===== config.mk =====
export PLATFORM = sky130hd
export DESIGN_NAME = gbse_fifo
export DESIGN_NICKNAME = d
export VERILOG_FILES = /design/src/hw/rtl/gbse_pkg.sv /design/src/hw/rtl/gbse_fifo.sv
export SDC_FILE = /design/constraint.sdc
export NUM_CORES = 1
export LEC_CHECK = 0
export BUFFER_PORTS_ARGS = -buffer_cell sky130_fd_sc_hd__buf_2
export CAP_MARGIN = 10
export CELL_PAD_IN_SITES_DETAIL_PLACEMENT = 2
export CELL_PAD_IN_SITES_GLOBAL_PLACEMENT = 2
export CORE_ASPECT_RATIO = 0.5
export CORE_UTILIZATION = 45
export CTS_CLUSTER_SIZE = 25
export DETAILED_ROUTE_END_ITERATION = 8
export PLACE_DENSITY_LB_ADDON = 0.1
export SLEW_MARGIN = 30
export SYNTH_ARGS = -nofsm -noshare
export SYNTH_HDL_FRONTEND = slang
export SYNTH_SLANG_ARGS = --single-unit

===== constraint.sdc =====
create_clock -name i_clk -period 2.9 [get_ports i_clk]
set_input_delay 0.145 -clock i_clk [delete_from_list [all_inputs] [get_ports i_clk]]
set_output_delay 0.145 -clock i_clk [all_outputs]
set_load 0.05 [all_outputs]

===== src/hw/rtl/gbse_pkg.sv =====
// Shared types and constants of the gray / blur / Sobel edge pipeline.
// Used by the front end, the queue, the filter back end and the top level.
package gbse_pkg;

    // Frame geometry
    localparam int MAX_WIDTH   = 1024;
    localparam int RESET_WIDTH = (MAX_WIDTH < 1024) ? MAX_WIDTH : 1024;
    localparam int COL_W       = $clog2(MAX_WIDTH);
    localparam int WID_W       = $clog2(MAX_WIDTH + 1);
    localparam int HGT_W       = 16;
    localparam int ROW_W       = HGT_W + 1;
    localparam int TOT_W       = WID_W + HGT_W;
    localparam int POS_W       = WID_W + ROW_W;

    // Queue between front and back
    localparam int FIFO_DEPTH = 4;
    localparam int FIFO_AW    = $clog2(FIFO_DEPTH);

    // Reciprocal constants for the truncating divides by 3 and by 9
    localparam logic [19:0] RECIP3 = 20'd683;
    localparam logic [24:0] RECIP9 = 25'd7282;

    // Configuration register indexes
    localparam logic [1:0] CFG_WIDTH  = 2'd0;
    localparam logic [1:0] CFG_HEIGHT = 2'd1;
    localparam logic [1:0] CFG_THRESH = 2'd2;

    // Classified item handed from front to back
    typedef struct packed {
        logic [7:0]       gray;
        logic [COL_W-1:0] col;
        logic             blur_int;
        logic             out_vld;
        logic             out_int;
        logic             out_last;
    } t_entry;

    // Queue status seen by both sides
    typedef struct packed {
        logic full;
        logic empty;
    } t_q_stat;

    // Geometry recalculation sequencer
    typedef enum logic [2:0] {
        CAL_IDLE = 3'b001,
        CAL_MUL  = 3'b010,
        CAL_SUM  = 3'b100
    } t_cal_state;

endpackage


===== src/hw/rtl/gbse_fifo.sv =====
// Short register queue that decouples the front end from the filter back end.
// Depends on gbse_pkg for the item type and depth.
module gbse_fifo
    import gbse_pkg::*;
(
    input  logic    i_clk,
    input  logic    i_rst_n,
    input  logic    i_push,
    input  t_entry  i_entry,
    input  logic    i_pop,
    output t_entry  o_entry,
    output t_q_stat o_stat
);

    t_entry             r_mem [FIFO_DEPTH];
    logic [FIFO_AW-1:0] r_wr;
    logic [FIFO_AW-1:0] r_rd;
    logic [FIFO_AW:0]   r_count;

    assign o_entry      = r_mem[r_rd];
    assign o_stat.full  = (r_count == (FIFO_AW+1)'(FIFO_DEPTH));
    assign o_stat.empty = (r_count == '0);

    // Store pushed items
    always_ff @(posedge i_clk) begin
        if (i_push) begin
            r_mem[r_wr] <= i_entry;
        end
    end

    // Advance pointers and fill count
    always_ff @(posedge i_clk) begin
        if (!i_rst_n) begin
            r_wr    <= '0;
            r_rd    <= '0;
            r_count <= '0;
        end else begin
            if (i_push) begin
                r_wr <= (r_wr == FIFO_AW'(FIFO_DEPTH - 1)) ? '0 : r_wr + 1'b1;
            end
            if (i_pop) begin
                r_rd <= (r_rd == FIFO_AW'(FIFO_DEPTH - 1)) ? '0 : r_rd + 1'b1;
            end
            if (i_push && !i_pop) begin
                r_count <= r_count + 1'b1;
            end else if (!i_push && i_pop) begin
                r_count <= r_count - 1'b1;
            end
        end
    end

    a_no_overflow: assert property (@(posedge i_clk) disable iff (!i_rst_n)
        i_push |-> (!o_stat.full || i_pop))
        else $error("queue push while full");
    a_no_underflow: assert property (@(posedge i_clk) disable iff (!i_rst_n)
        i_pop |-> !o_stat.empty)
        else $error("queue pop while empty");

endmodule


==> impl_results.md, run 1 <==
* Library cells used by synthesis at 21
* Die X at 129 µm
* Mean Syn Cell Area at 23.0 µm²
* I/O pins at 50
* Synthesis Warnings at 0
* Stopping stage: detailed placement
* Row Count at 22
* Starting density of the core at 48.0%
* Post-Syn Area at 3640 µm²
* Hpwl dp at 5310 µm
* Stop Error: [ERROR DPL-0033] detailed placement checks failed during check placement.
* GP Congestion at 0.662
* Cells after Synth at 158
* Die height at 65.6 µm
* Number of synthesized register bits at between 90 and 100
* Status: aborted with a tool error
* Net Count, Synth at 191
* Port Buf Inserts at 49
* Sequential fraction of the synthesis area at between 70% and 80%
Yosys cell counts:
cell | instances | area (µm²)
mux2i_1 | 4 | 40.0
o21ai_0 | 1 | 5.00
nor2_1 | 1 | 3.75
nor2b_1 | 5 | 31.3
edfxtp_1 | 88 | 2640
buf_2 | 2 | 10.0
xor2_1 | 1 | 8.76
mux4_2 | 20 | 450
inv_1 | 4 | 15.0
xnor2_1 | 1 | 8.76
o21a_1 | 1 | 7.51
nor3_1 | 2 | 10.0
buf_6 | 2 | 22.5
fa_1 | 1 | 20.0
ha_1 | 6 | 75.1
or3_1 | 1 | 6.26
nor3b_1 | 1 | 7.51
a21boi_0 | 1 | 7.51
and2_1 | 5 | 31.3
dfxtp_1 | 9 | 180
mux4_1 | 2 | 52.6
cells by family after synthesis:
group,count (synthesis),synth area share (%)
muxes,26,14.9
buffers and inverters,8,1.31
AOI/OAI and AO/OA,3,0.551
xor gates and xnor gates,2,0.482
adders and majority gates,7,2.62
and+or+nand+nor,15,2.48
DFF,97,77.6
per-stage QoR:
stage | cells | cell area, µm² | hold slack [ps]
2_1_floorplan | 158 | 3640 | 244
3_3_place_gp | 317 | 4030 | 355
==> run 2, diff against run 1 <==
==> config.mk (replaced) <==
export PLATFORM = sky130hd
export DESIGN_NAME = gbse_fifo
export DESIGN_NICKNAME = d
export VERILOG_FILES = /design/src/hw/rtl/gbse_pkg.sv /design/src/hw/rtl/gbse_fifo.sv
export SDC_FILE = /design/constraint.sdc
export NUM_CORES = 1
export LEC_CHECK = 0
export BUFFER_PORTS_ARGS = -buffer_cell sky130_fd_sc_hd__buf_2
export CAP_MARGIN = 10
export CORE_UTILIZATION = 30
export DETAILED_ROUTE_END_ITERATION = 8
export PLACE_DENSITY_LB_ADDON = 0.15
export SLEW_MARGIN = 30
export SYNTH_ARGS = -nofsm -noshare
export SYNTH_HDL_FRONTEND = slang
export SYNTH_SLANG_ARGS = --single-unit
==> impl_results.md, run 2 <==
* Sequential fraction of the synthesis area at 77.6% (unchanged)
* Nets at 253
* Core area at around 12000 µm²
* Commonest non-fill, non-tap cells in the layout: edfxtp_1, buf_2, mux4_2
* Top fanout value on the critical path at 12
* Placed Area at 4070 µm²
* Routed WL at 6180 µm
* Layout cells sized above 1 at 38.8%
* RSZ-0062 raised after global routing: no
* Peak VDD IR at between 0.2 and 0.25 mV
* H-tree Lvls at 3
* Initial DRT Pass Iterations at 8
* Max_slew headroom at 70.6%
* GRT Resource Usage Total at 11.1%
* Ys async rst share at 0% (unchanged)
* First-pass GRT wire length at 10100 µm
* Fmax at 461 MHz
* Library cells used by synthesis at 21 (unchanged)
* Commonest non-fill, non-tap cell in the layout: edfxtp_1
* Top cell type's share of synthesized area at 72.7% (unchanged)
* Post-Syn Area at 3640 µm² (unchanged)
* I/O pins at 50 (unchanged)
* Count leader, synth: edfxtp_1
* Post_cts resized at 0
* Mean Syn Cell Area at 23.0 µm² (unchanged)
* Hold Crit Class: primary input to register
* Number of flip-flops in the largest register at 88
* Largest registers: r_mem x88, r_count x3
* Placed cells at 352
* Worst-Skew Late Latency at 340 ps
* CTS Root Cell: clkbuf_16
* Leak Pwr at 1.49 nW
* Period minus WS final at between 2000 and 2500 ps
* ANT nets after route at 0
* Die height at 112 µm (+71%)
* Sink Count at 97
* Number of synthesized register bits at 97 (unchanged)
* Die ar. at roughly 13000 µm²
* R2R depth at 3
* Status: finished with violations
* WS Path Type: register to output pin
* Vias after detailed routing at 1651
* Most flops, register: r_mem
* CTS buffer count at 9
* Cts hold-fix bufs at 0
* CP Capture Type: output pin
* Vias/cell at 4.50
* Initial antenna violation count at 0
* Skew final at 5.81 ps
* Leading area contributor after synthesis: edfxtp_1
* Synthesis Warnings at 0 (unchanged)
* EDFF count, synth at 88 (unchanged)
* Synth top area cells: edfxtp_1, mux4_2, dfxtp_1
* Worst path arrival time at 2030 ps
* Final hold vios at 0
* Port Buf Inserts at 49 (unchanged)
* Worst Path Required at 2760 ps
* Row Count at 39 (+77%)
* Worst-margin pin slew at between 400 and 500 ps
* Cells after Synth at 158 (unchanged)
* Worst hold slack at 20.8 ps
* DR iter-0 viols at 81
* Startpoint types: register
* Crit share post-route at 74.9%
* Max Slew Vio Count at 0
* Max-Cap Viols at 0
* Dominant synthesized flop cell: edfxtp_1
* Clock slew at reported path FFs at ~60 ps
* CTS tree: built
* Area Overhead vs Synth at 19.1%
* # DRC at 3
* Hold Startpoint: i_entry[18]
* Die X at 112 µm (-13%)
* CTS max path bufs at 2
* Finished Layout Cells at 367
* Top cells by instance count after synthesis: edfxtp_1, mux4_2, dfxtp_1
* GP Congestion at 0.663 (+0.17%)
* Reg-to-reg slack, setup at around 1300 ps
* Routed WL per cell at 16.8 µm
* Hpwl dp at 4050 µm (-24%)
* Starting density of the core at 31.3% (-17 points)
* GRT overflow at 0
* Largest net degree at the start of global routing at 23
* Setup_tns at 0 ps
* Net Count, Synth at 191 (unchanged)
* Final setup viols at 0
* Cell depth of the worst hold path at 1
* FF-to-FF Start: r_wr[0]
* ANT cells at 0
* Failing checks: DRC
* Finished Cell Area at 4330 µm²
* Vias in the first global route at 1820
* Pwr dens at 711 nW/µm²
* Post-CTS setup buffer count at 0
-- run 2: layout make-up --
| type | instances | area [µm²] |
|---|---|---|
| Clock buffer | 12 | 236 |
| Inverter | 4 | 15.0 |
| Multi-Input combinational cell | 53 | 766 |
| Fill cell | 1065 | 7280 |
| Timing Repair Buffer | 55 | 290 |
| Clock inverter | 3 | 18.8 |
| Tap cell | 143 | 179 |
| Sequential cell | 97 | 2820 |
-- run 2: routing by layer --
layer / part of all wire, % / routed length (µm) / track usage (%)
met5: 0 / 0 / 0
met4: 1.7 / 108 / 4.27
met3: 4.7 / 288 / 4.27
met2: 50 / 3090 / 18.4
met1: 44 / 2690 / 13.0
-- run 2: stage by stage --
step,setup slack (ps),util [%],total power [mW]
floorplan,1250,-,1.97
global placement,1010,35.1,2.09
detailed placement,1020,35.1,2.09
CTS,646,37.3,3.13
global route,598,37.3,3.20
finish,729,37.3,3.08
-- run 2: logic make-up after synthesis --
group	synth area share, %
flip-flops	77.6
multiplexers	14.9
AND/OR/NAND/NOR	2.48
buffers and inverters	1.31
adder cells (fa/ha/maj)	2.62
AO/OA/AOI/OAI	0.551
XOR/XNOR	0.482
-- run 2: final timing paths --
kind	end
max	o_entry[0]
min	r_mem[2][18]
max reg2reg	r_mem[1][14]
min reg2reg	r_count[2]
-- run 2: worst max-delay path, stage by stage, from the launching register on --
cell     delay [ps]
dfxtp_2         570
buf_4           340
mux4_2          540
buf_2           230
-- run 2: power by group --
part	leakage (nW)	internal [mW]	switching, mW
Combinational	0.488	0.134	0.286
Clock	0.116	0.574	0.457
Sequential	0.883	1.60	0.0297
Total	1.49	2.30	0.772
Power figures use the tool's default switching activity.
