File: config.mk
export PLATFORM = sky130hd
export DESIGN_NAME = gbse_front
export DESIGN_NICKNAME = d
export VERILOG_FILES = /design/src/hw/rtl/gbse_pkg.sv /design/src/hw/rtl/gbse_front.sv
export SDC_FILE = /design/constraint.sdc
export NUM_CORES = 1
export LEC_CHECK = 0
export BUFFER_PORTS_ARGS = -buffer_cell sky130_fd_sc_hd__buf_4
export CAP_MARGIN = 0
export CORE_ASPECT_RATIO = 1.25
export CORE_UTILIZATION = 34
export CTS_BUF_LIST = sky130_fd_sc_hd__clkbuf_8 sky130_fd_sc_hd__clkbuf_16
export DETAILED_ROUTE_END_ITERATION = 6
export SETUP_SLACK_MARGIN = 0.15
export SLEW_MARGIN = 20
export SYNTH_ARGS = -nofsm -noshare
export SYNTH_HDL_FRONTEND = slang
export SYNTH_SLANG_ARGS = --single-unit
File: constraint.sdc
create_clock -name i_clk -period 22.5 [get_ports i_clk]
set_clock_uncertainty 0.05 [all_clocks]
set_input_delay 4.5 -clock i_clk [delete_from_list [all_inputs] [get_ports i_clk]]
set_output_delay 4.5 -clock i_clk [all_outputs]
set_load 0.01 [all_outputs]
File: src/hw/rtl/gbse_pkg.sv
// Shared types and constants of the gray / blur / Sobel edge pipeline.
// Used by the front end, the queue, the filter back end and the top level.
package gbse_pkg;

    // Frame geometry
    localparam int MAX_WIDTH   = 1024;
    localparam int RESET_WIDTH = (MAX_WIDTH < 1024) ? MAX_WIDTH : 1024;
    localparam int COL_W       = $clog2(MAX_WIDTH);
    localparam int WID_W       = $clog2(MAX_WIDTH + 1);
    localparam int HGT_W       = 16;
    localparam int ROW_W       = HGT_W + 1;
    localparam int TOT_W       = WID_W + HGT_W;
    localparam int POS_W       = WID_W + ROW_W;

    // Queue between front and back
    localparam int FIFO_DEPTH = 4;
    localparam int FIFO_AW    = $clog2(FIFO_DEPTH);

    // Reciprocal constants for the truncating divides by 3 and by 9
    localparam logic [19:0] RECIP3 = 20'd683;
    localparam logic [24:0] RECIP9 = 25'd7282;

    // Configuration register indexes
    localparam logic [1:0] CFG_WIDTH  = 2'd0;
    localparam logic [1:0] CFG_HEIGHT = 2'd1;
    localparam logic [1:0] CFG_THRESH = 2'd2;

    // Classified item handed from front to back
    typedef struct packed {
        logic [7:0]       gray;
        logic [COL_W-1:0] col;
        logic             blur_int;
        logic             out_vld;
        logic             out_int;
        logic             out_last;
    } t_entry;

    // Queue status seen by both sides
    typedef struct packed {
        logic full;
        logic empty;
    } t_q_stat;

    // Geometry recalculation sequencer
    typedef enum logic [2:0] {
        CAL_IDLE = 3'b001,
        CAL_MUL  = 3'b010,
        CAL_SUM  = 3'b100
    } t_cal_state;

endpackage

File: src/hw/rtl/gbse_front.sv
// Front end: configuration registers, frame position bookkeeping, gray conversion
// and classification of each item. Depends on gbse_pkg.
module gbse_front
    import gbse_pkg::*;
(
    input  logic        i_clk,
    input  logic        i_rst_n,
    input  logic        i_cfg_valid,
    output logic        o_cfg_ready,
    input  logic [1:0]  i_cfg_index,
    input  logic [15:0] i_cfg_data,
    input  logic        i_valid,
    output logic        o_ready,
    input  logic        i_mode,
    input  logic [23:0] i_rgb,
    input  t_q_stat     i_stat,
    output logic        o_push,
    output t_entry      o_entry,
    output logic [7:0]  o_thresh
);

    logic [WID_W-1:0] r_width;
    logic [HGT_W-1:0] r_height;
    logic [7:0]       r_thresh;
    logic [COL_W-1:0] r_col;
    logic [ROW_W-1:0] r_row;
    logic [POS_W-1:0] r_q;
    logic [TOT_W-1:0] r_total;
    logic [POS_W-1:0] r_last_q;
    t_cal_state       r_cal_state;

    logic [POS_W-1:0] lag;
    logic             in_frame;
    logic             wide;
    logic             accept;
    logic             advance;
    logic             frame_end;
    logic [9:0]       rgb_sum;
    logic [19:0]      gray_prod;
    logic [31:0]      c32;
    logic [31:0]      r32;
    logic [31:0]      h32;
    logic [31:0]      wv32;

    assign o_cfg_ready = 1'b1;
    assign o_thresh    = r_thresh;
    assign o_ready     = (r_cal_state == CAL_IDLE) && !i_stat.full;

    // Classify the item at the current position
    always_comb begin
        lag       = POS_W'({r_width, 1'b0}) + POS_W'(2);
        in_frame  = r_q < POS_W'(r_total);
        wide      = r_width >= WID_W'(3);
        c32       = 32'(r_col);
        r32       = 32'(r_row);
        h32       = 32'(r_height);
        wv32      = 32'(i_cfg_data[10:0]);
        accept    = i_valid && o_ready;
        advance   = accept && !(i_mode && in_frame);
        frame_end = (r_q >= lag) && (r_q >= r_last_q);
        rgb_sum   = 10'(i_rgb[7:0]) + 10'(i_rgb[15:8]) + 10'(i_rgb[23:16]);
        gray_prod = 20'(rgb_sum) * RECIP3;

        o_push            = advance;
        o_entry.gray      = gray_prod[18:11];
        o_entry.col       = r_col;
        o_entry.blur_int  = wide && (c32 >= 32'd2) && (r32 >= 32'd2) && (r32 < h32);
        o_entry.out_int   = wide && (((c32 >= 32'd3) && (r32 >= 32'd3) && (r32 <= h32)) ||
                            ((c32 == 32'd0) && (r32 >= 32'd4) && (r32 <= h32 + 32'd1)));
        o_entry.out_vld   = (r_q >= lag) && (r_q <= r_last_q);
        o_entry.out_last  = (r_q == r_last_q);
    end

    // Configuration writes and geometry recalculation
    always_ff @(posedge i_clk) begin
        if (!i_rst_n) begin
            r_width     <= WID_W'(RESET_WIDTH);
            r_height    <= HGT_W'(768);
            r_thresh    <= 8'd50;
            r_cal_state <= CAL_MUL;
        end else begin
            unique case (r_cal_state)
                CAL_MUL:  r_cal_state <= CAL_SUM;
                CAL_SUM:  r_cal_state <= CAL_IDLE;
                CAL_IDLE: r_cal_state <= CAL_IDLE;
                default:  r_cal_state <= CAL_MUL;
            endcase
            if (i_cfg_valid) begin
                unique case (i_cfg_index)
                    CFG_WIDTH: begin
                        if (wv32 == 32'd0) begin
                            r_width <= WID_W'(1);
                        end else if (wv32 > 32'(MAX_WIDTH)) begin
                            r_width <= WID_W'(MAX_WIDTH);
                        end else begin
                            r_width <= WID_W'(wv32);
                        end
                        r_cal_state <= CAL_MUL;
                    end
                    CFG_HEIGHT: begin
                        r_height    <= (i_cfg_data == '0) ? HGT_W'(1) : i_cfg_data;
                        r_cal_state <= CAL_MUL;
                    end
                    CFG_THRESH: r_thresh <= i_cfg_data[7:0];
                    default: ;
                endcase
            end
        end
    end

    // Derived geometry: frame size, position of the final result
    always_ff @(posedge i_clk) begin
        if (r_cal_state == CAL_MUL) begin
            r_total <= TOT_W'(r_width) * TOT_W'(r_height);
        end
        if (r_cal_state == CAL_SUM) begin
            r_last_q <= POS_W'(r_total) + POS_W'({r_width, 1'b0}) + POS_W'(1);
        end
    end

    // Advance the position counters, zero after the final result; r_q recomputed in CAL_MUL
    always_ff @(posedge i_clk) begin
        if (!i_rst_n) begin
            r_col <= '0;
            r_row <= '0;
            r_q   <= '0;
        end else if (r_cal_state == CAL_MUL) begin
            r_q <= POS_W'(r_row) * POS_W'(r_width) + POS_W'(r_col);
        end else if (advance) begin
            if (frame_end) begin
                r_col <= '0;
                r_row <= '0;
                r_q   <= '0;
            end else begin
                if (32'(r_col) + 32'd1 >= 32'(r_width)) begin
                    r_col <= '0;
                    r_row <= r_row + 1'b1;
                end else begin
                    r_col <= r_col + 1'b1;
                end
                r_q <= r_q + 1'b1;
            end
        end
    end

    a_no_push_in_cal: assert property (@(posedge i_clk) disable iff (!i_rst_n)
        o_push |-> (r_cal_state == CAL_IDLE))
        else $error("item pushed during geometry recalculation");
    a_last_is_result: assert property (@(posedge i_clk) disable iff (!i_rst_n)
        (o_push && o_entry.out_last) |-> o_entry.out_vld)
        else $error("frame end marked on an item without result");

endmodule

# Yosys cells after proc, flatten, opt, wreduce, memory -nomap -nowiden
# Index checks and enable logic that the tools add are counted.
# classes
div_mod_pow	0
n_lt_le_gt_ge	15
mul	3
n_eq_ne	6
muxes	13
reduce_logical	30
add_sub_neg	11
bitwise_logic	1
shift	0
# op_table
op	n
28-bit two-way mux	3
28-bit by 1-bit adder with 28-bit output (second input constant)	2
17-bit by 2-bit >= comparator with 1-bit output (second input constant)	2
17-bit two-way mux	2
32-bit zero test	1
27-bit by 12-bit adder with 28-bit output	1
28-bit by 10-bit adder with 28-bit output	1
28-bit equality test	1
28-bit by 13-bit >= comparator with 1-bit output	1
28-bit >= comparator	1
28-bit less-or-equal comparator	1
28-bit by 27-bit less-than comparator with 1-bit output	1
17-bit by 11-bit multiplier with 28-bit output	1
11-bit by 16-bit multiplier with 27-bit output	1
11-bit two-way mux	2
10-bit by 2-bit >= comparator with 1-bit output (second input constant)	2
10-bit two-way mux	2
10-bit by 10-bit multiplier with 19-bit output (second input constant)	1
16-bit by 1-bit adder with 17-bit output (second input constant)	1
17-bit by 1-bit adder with 17-bit output (second input constant)	1
17-bit by 3-bit >= comparator with 1-bit output (second input constant)	1
17-bit by 16-bit less-or-equal comparator with 1-bit output	1
17-bit less-or-equal comparator	1
17-bit by 16-bit less-than comparator with 1-bit output	1
other kinds (27)	47
# word_totals
elab_cells	88
mem_count	0
reg_bits	148
output_inout_bits	33
latch_bits	0
rom_bits	0
mem_bits_rw	0
input_bits	49

# Logic depth before layout (Yosys ltp)
# logic_depth
depth_word	6
ltp_mapped	31
ltp_nobuf	31

# Worst setup path after synthesis
# Ideal clock, no wire load.
# synth_timing
path_type	input port to output port
start	in i_rgb[1]
end	out o_entry[21] (netlist bit)
required_ns	17.950
n_path_buf	0
stages	31
setup_slack_ns	7.627
t_arrival_ns	10.323
path_cell_list	inv_1 -> fa_1 -> inv_1 -> ha_1 -> inv_1 -> fa_1 -> inv_1 -> a21oi_1 -> o21bai_1 -> a21oi_1 -> o21bai_1 -> xor2_1 -> xnor2_1 -> inv_1 -> ha_1 -> inv_1 -> fa_1 -> inv_1 -> fa_1 -> inv_1 -> fa_1 -> inv_1 -> ha_1 -> a21oi_1 -> or2_2 -> o31a_1 -> a31oi_1 -> nand4_1 -> nand4b_1 -> a21oi_1 -> xnor2_1
# synth_lines
element	line_no	text
start, declared	gbse_front.sv:15	input logic [23:0] i_rgb,
end, declared	gbse_front.sv:18	output t_entry o_entry,

==> reports/metrics.cfg <==
[place]
dp_hpwl_um = 51500
place.gp.congestion = 0.886
dp_cells = 3769
portBuffers = 79

[timing]
setup_violations = 0
worst_hold_slack_ns = 0.411
tightest_slew_ns = 0.938
maxSlewHeadroom = 0.367
fmax_mhz = 64.5
final-hold-violation-count = 0
fin_crit_ns = 15.49
post-route-period-util = 0.689
drv_slew = 0
fin_tns_setup_ns = 0
rsz0062_at_grt = false

[worst_setup_path]
endpoint_kind = primary output
required_ns = 17.95
worst_ep_arrival_time_ns = 10.94
start_kind = input pin
cpPeakStageDelay_ns = 0.53
critical_path_class = in2out
crit_fanout = 6
cpMostUsedCell = inv_1
cp_slowest_cell = fa_1
critPathTopFamily = adder cells
crit_buf_inv = 11

[cts]
clock_latency_ns = 0.47
post_cts_buffers = 0
ctsHoldBuffers = 0
cts_resized = 0
clockBufferDepth = 2
clock-sinks = 148
clock-root-buffer = clkbuf_16
cts_made_buffers = 17
ctsHtreeMaxLevel = 4
clk_pin_slew_worst_paths_ns = 0.07
tritoncts = done

[layout]
nets = 3531
syn_to_final_growth_pct = 8.98
drive_gt1_frac = 0.0593
multiInputGateArea_um2 = 18000
antenna_cells = 0
regArea_um2 = 3510
nFillCells = 7199
finalNonFillerCells = 3801

[die]
die_y_um = 298
die_x_um = 239
ioPinCount = 82
rows = 108
core_area_um2 = 69500
fp.dieArea_um2 = 71300
start_util = 0.344

[logic_synthesis]
synth_warnings = 0
seq_area_frac_synth = 0.147
synthesis.nets = 3510
avgSynthCellArea_um2 = 8.43
ys_ff_latch = 148
synthFlopType = dfxtp_1
synth-edff-count = 55
yosysUniqueCellTypes = 80
syn_inst = 2832
syn_area_um2 = 23900
synthArstFlopShare = 0

[grt]
grtUsageTotal = 0.193
grt_overflow = 0
antenna_found_initial = 0
grt_max_degree = 63
grt_pass1_vias = 19900
grt_pass1_wl_um = 107000

[hold_path]
min_path_type = reg2reg

[power]
p_per_area_nw_per_um2 = 75.2
p_leak_nw = 12.5
power_mw = 1.95
peakVddDrop_mv = 0.312

[detailed_routing]
drt_iter0_drc = 1277
firstDrtPassIters = 5
viasPerCell = 5.07
postRouteAntennaNets = 0
routed_wl_um = 66200
vias = 19300
post_drt_wl_per_cell_um = 17.4
drc = 0

[flow_run]
max_cap_viol_count = 0

[status]
status = finished, final reports clean

cells in the final DEF (no fill, tap or decap), types with 6 or more instances in the layout:
master,netlist,routed
nand4_1,28,28
and2_1,65,65
a31oi_1,21,21
nor3_1,32,32
a2111oi_0,6,6
fa_1,298,298
o21a_1,20,20
edfxtp_1,55,55
clkbuf_16,0,17
o21bai_1,7,7
nor2_1,212,212
xor2_1,28,28
a21oi_1,154,154
nor2b_1,14,14
nor3b_1,9,8
o21ai_1,7,7
clkinv_1,10,9
o21ai_0,80,80
xnor2_1,94,94
or2_2,10,10
buf_4,4,108
a21o_1,49,49
nand2b_1,19,19
ha_1,331,331
and3_1,32,32
a22oi_1,6,6
a211oi_1,14,14
nand2_1,367,367
nor4_1,24,24
o31ai_1,7,7
dfxtp_1,93,93
o211ai_1,8,8
inv_1,487,486
nand3_1,56,56
or3_1,7,7
per-stage QoR:
stage	setup slack [ns]	cell area, um2	utilization
2_1_floorplan	7.63	23900	-
3_3_place_gp	6.93	25400	0.366
3_5_place_dp	6.94	25400	0.366
4_1_cts	6.93	26000	0.374
5_1_grt	6.40	26000	0.374
6_report	7.01	26000	0.374
cell usage after synthesis (4+ instances only):
cell type    n  area share
or2_2       10      0.0026
o21ai_1      7      0.0015
nand2b_1    19      0.0050
or3_1        7      0.0018
nor2_1     212       0.033
nand4_1     28      0.0073
o31ai_1      7      0.0022
o22ai_1      5      0.0013
a2111oi_0    6      0.0022
buf_1       11      0.0017
and2_1      65       0.017
inv_1      487       0.077
o21bai_1     7      0.0022
nor3b_1      9      0.0028
nor3_1      32      0.0067
nand2_1    367       0.058
dfxtp_1     93       0.078
buf_4        4      0.0013
xor2_1      28       0.010
a221oi_1     4      0.0015
nor4_1      24      0.0063
edfxtp_1    55       0.069
clkinv_1    10      0.0016
ha_1       331        0.17
fa_1       298        0.25
o21ai_0     80       0.017
nor2b_1     14      0.0037
xnor2_1     94       0.034
a31oi_1     21      0.0055
a21o_1      49       0.015
buf_6        5      0.0024
a22oi_1      6      0.0019
a21oi_1    154       0.032
o21a_1      20      0.0063
nand3_1     56       0.012
or4_1        5      0.0016
o32ai_1      4      0.0015
o211ai_1     8      0.0025
and3_1      32      0.0084
clkbuf_1    84       0.013
a211oi_1    14      0.0044
a41o_1       5      0.0021
power by group:
| group | internal, mW | switching, mW | total, mW |
|---|---|---|---|
| logic | 0.619 | 0.721 | 1.34 |
| clock network | 0.170 | 0.134 | 0.304 |
| registers | 0.296 | 0.0151 | 0.311 |
metal layers:
metal  track usage  vias up  wire, um
met1         0.240     9412     28000
met2         0.338      498     32800
met3        0.0237      113      3140
li1              -     9252         -
met5             0        -         0
met4        0.0740        0      2290
path summary, 6_finish.rpt:
path | startpoint | endpoint | slack [ns] | depth (start not counted)
hold reg to reg | o_thresh[0] | o_thresh[0] | 0.41 | 2
setup reg to reg | r_width[10] | r_total[23] | 15.41 | 20
setup / recovery | i_rgb[1] | o_entry[21] | 7.01 | 33
hold / removal | o_thresh[0] | o_thresh[0] | 0.41 | 2
state kept, by name, summed over array words and instances (netlist names):
| signal | cells |
|---|---|
| o_thresh | 8 |
| r_cal_state | 3 |
| r_col | 10 |
| r_height | 16 |
| r_last_q | 28 |
| r_q | 28 |
| r_row | 17 |
| r_total | 27 |
| r_width | 11 |
worst reg2reg max path, cell delays in order (launching register included):
cell,delay (ns)
dfxtp_1,0.31
buf_4,0.40
inv_1,0.46
nor2_1,0.27
fa_1,0.47
fa_1,0.54
fa_1,0.53
fa_1,0.54
inv_1,0.05
fa_1,0.53
inv_1,0.04
ha_1,0.34
inv_1,0.10
nor3_1,0.30
and3_1,0.29
o21ai_1,0.14
a2111oi_0,0.55
o21ai_0,0.20
a21boi_1,0.30
o22ai_1,0.15
xnor2_1,0.32
final cells by class:
class / count / share of cell area
clock inverter: 14 / 0.00654
timing repair buffer: 108 / 0.0312
multi-input combinational: 2080 / 0.693
inverter: 498 / 0.0719
tap: 935 / 0.0450
clock buffer: 18 / 0.0169
sequential: 148 / 0.135
kinds of logic (layout without fill, tap and decap cells):
group           after synthesis  in the layout  synth area share
buf+inv                     604            638            0.0973
other cells                   1              1          0.000157
flops                       148            148             0.147
compound gates              428            428             0.112
fa+ha+maj                   629            629             0.424
mux                           2              2          0.000891
simple gates                898            898             0.174
xor+xnor                    122            122            0.0448
No activity file was read; power rests on OpenSTA's default activity.
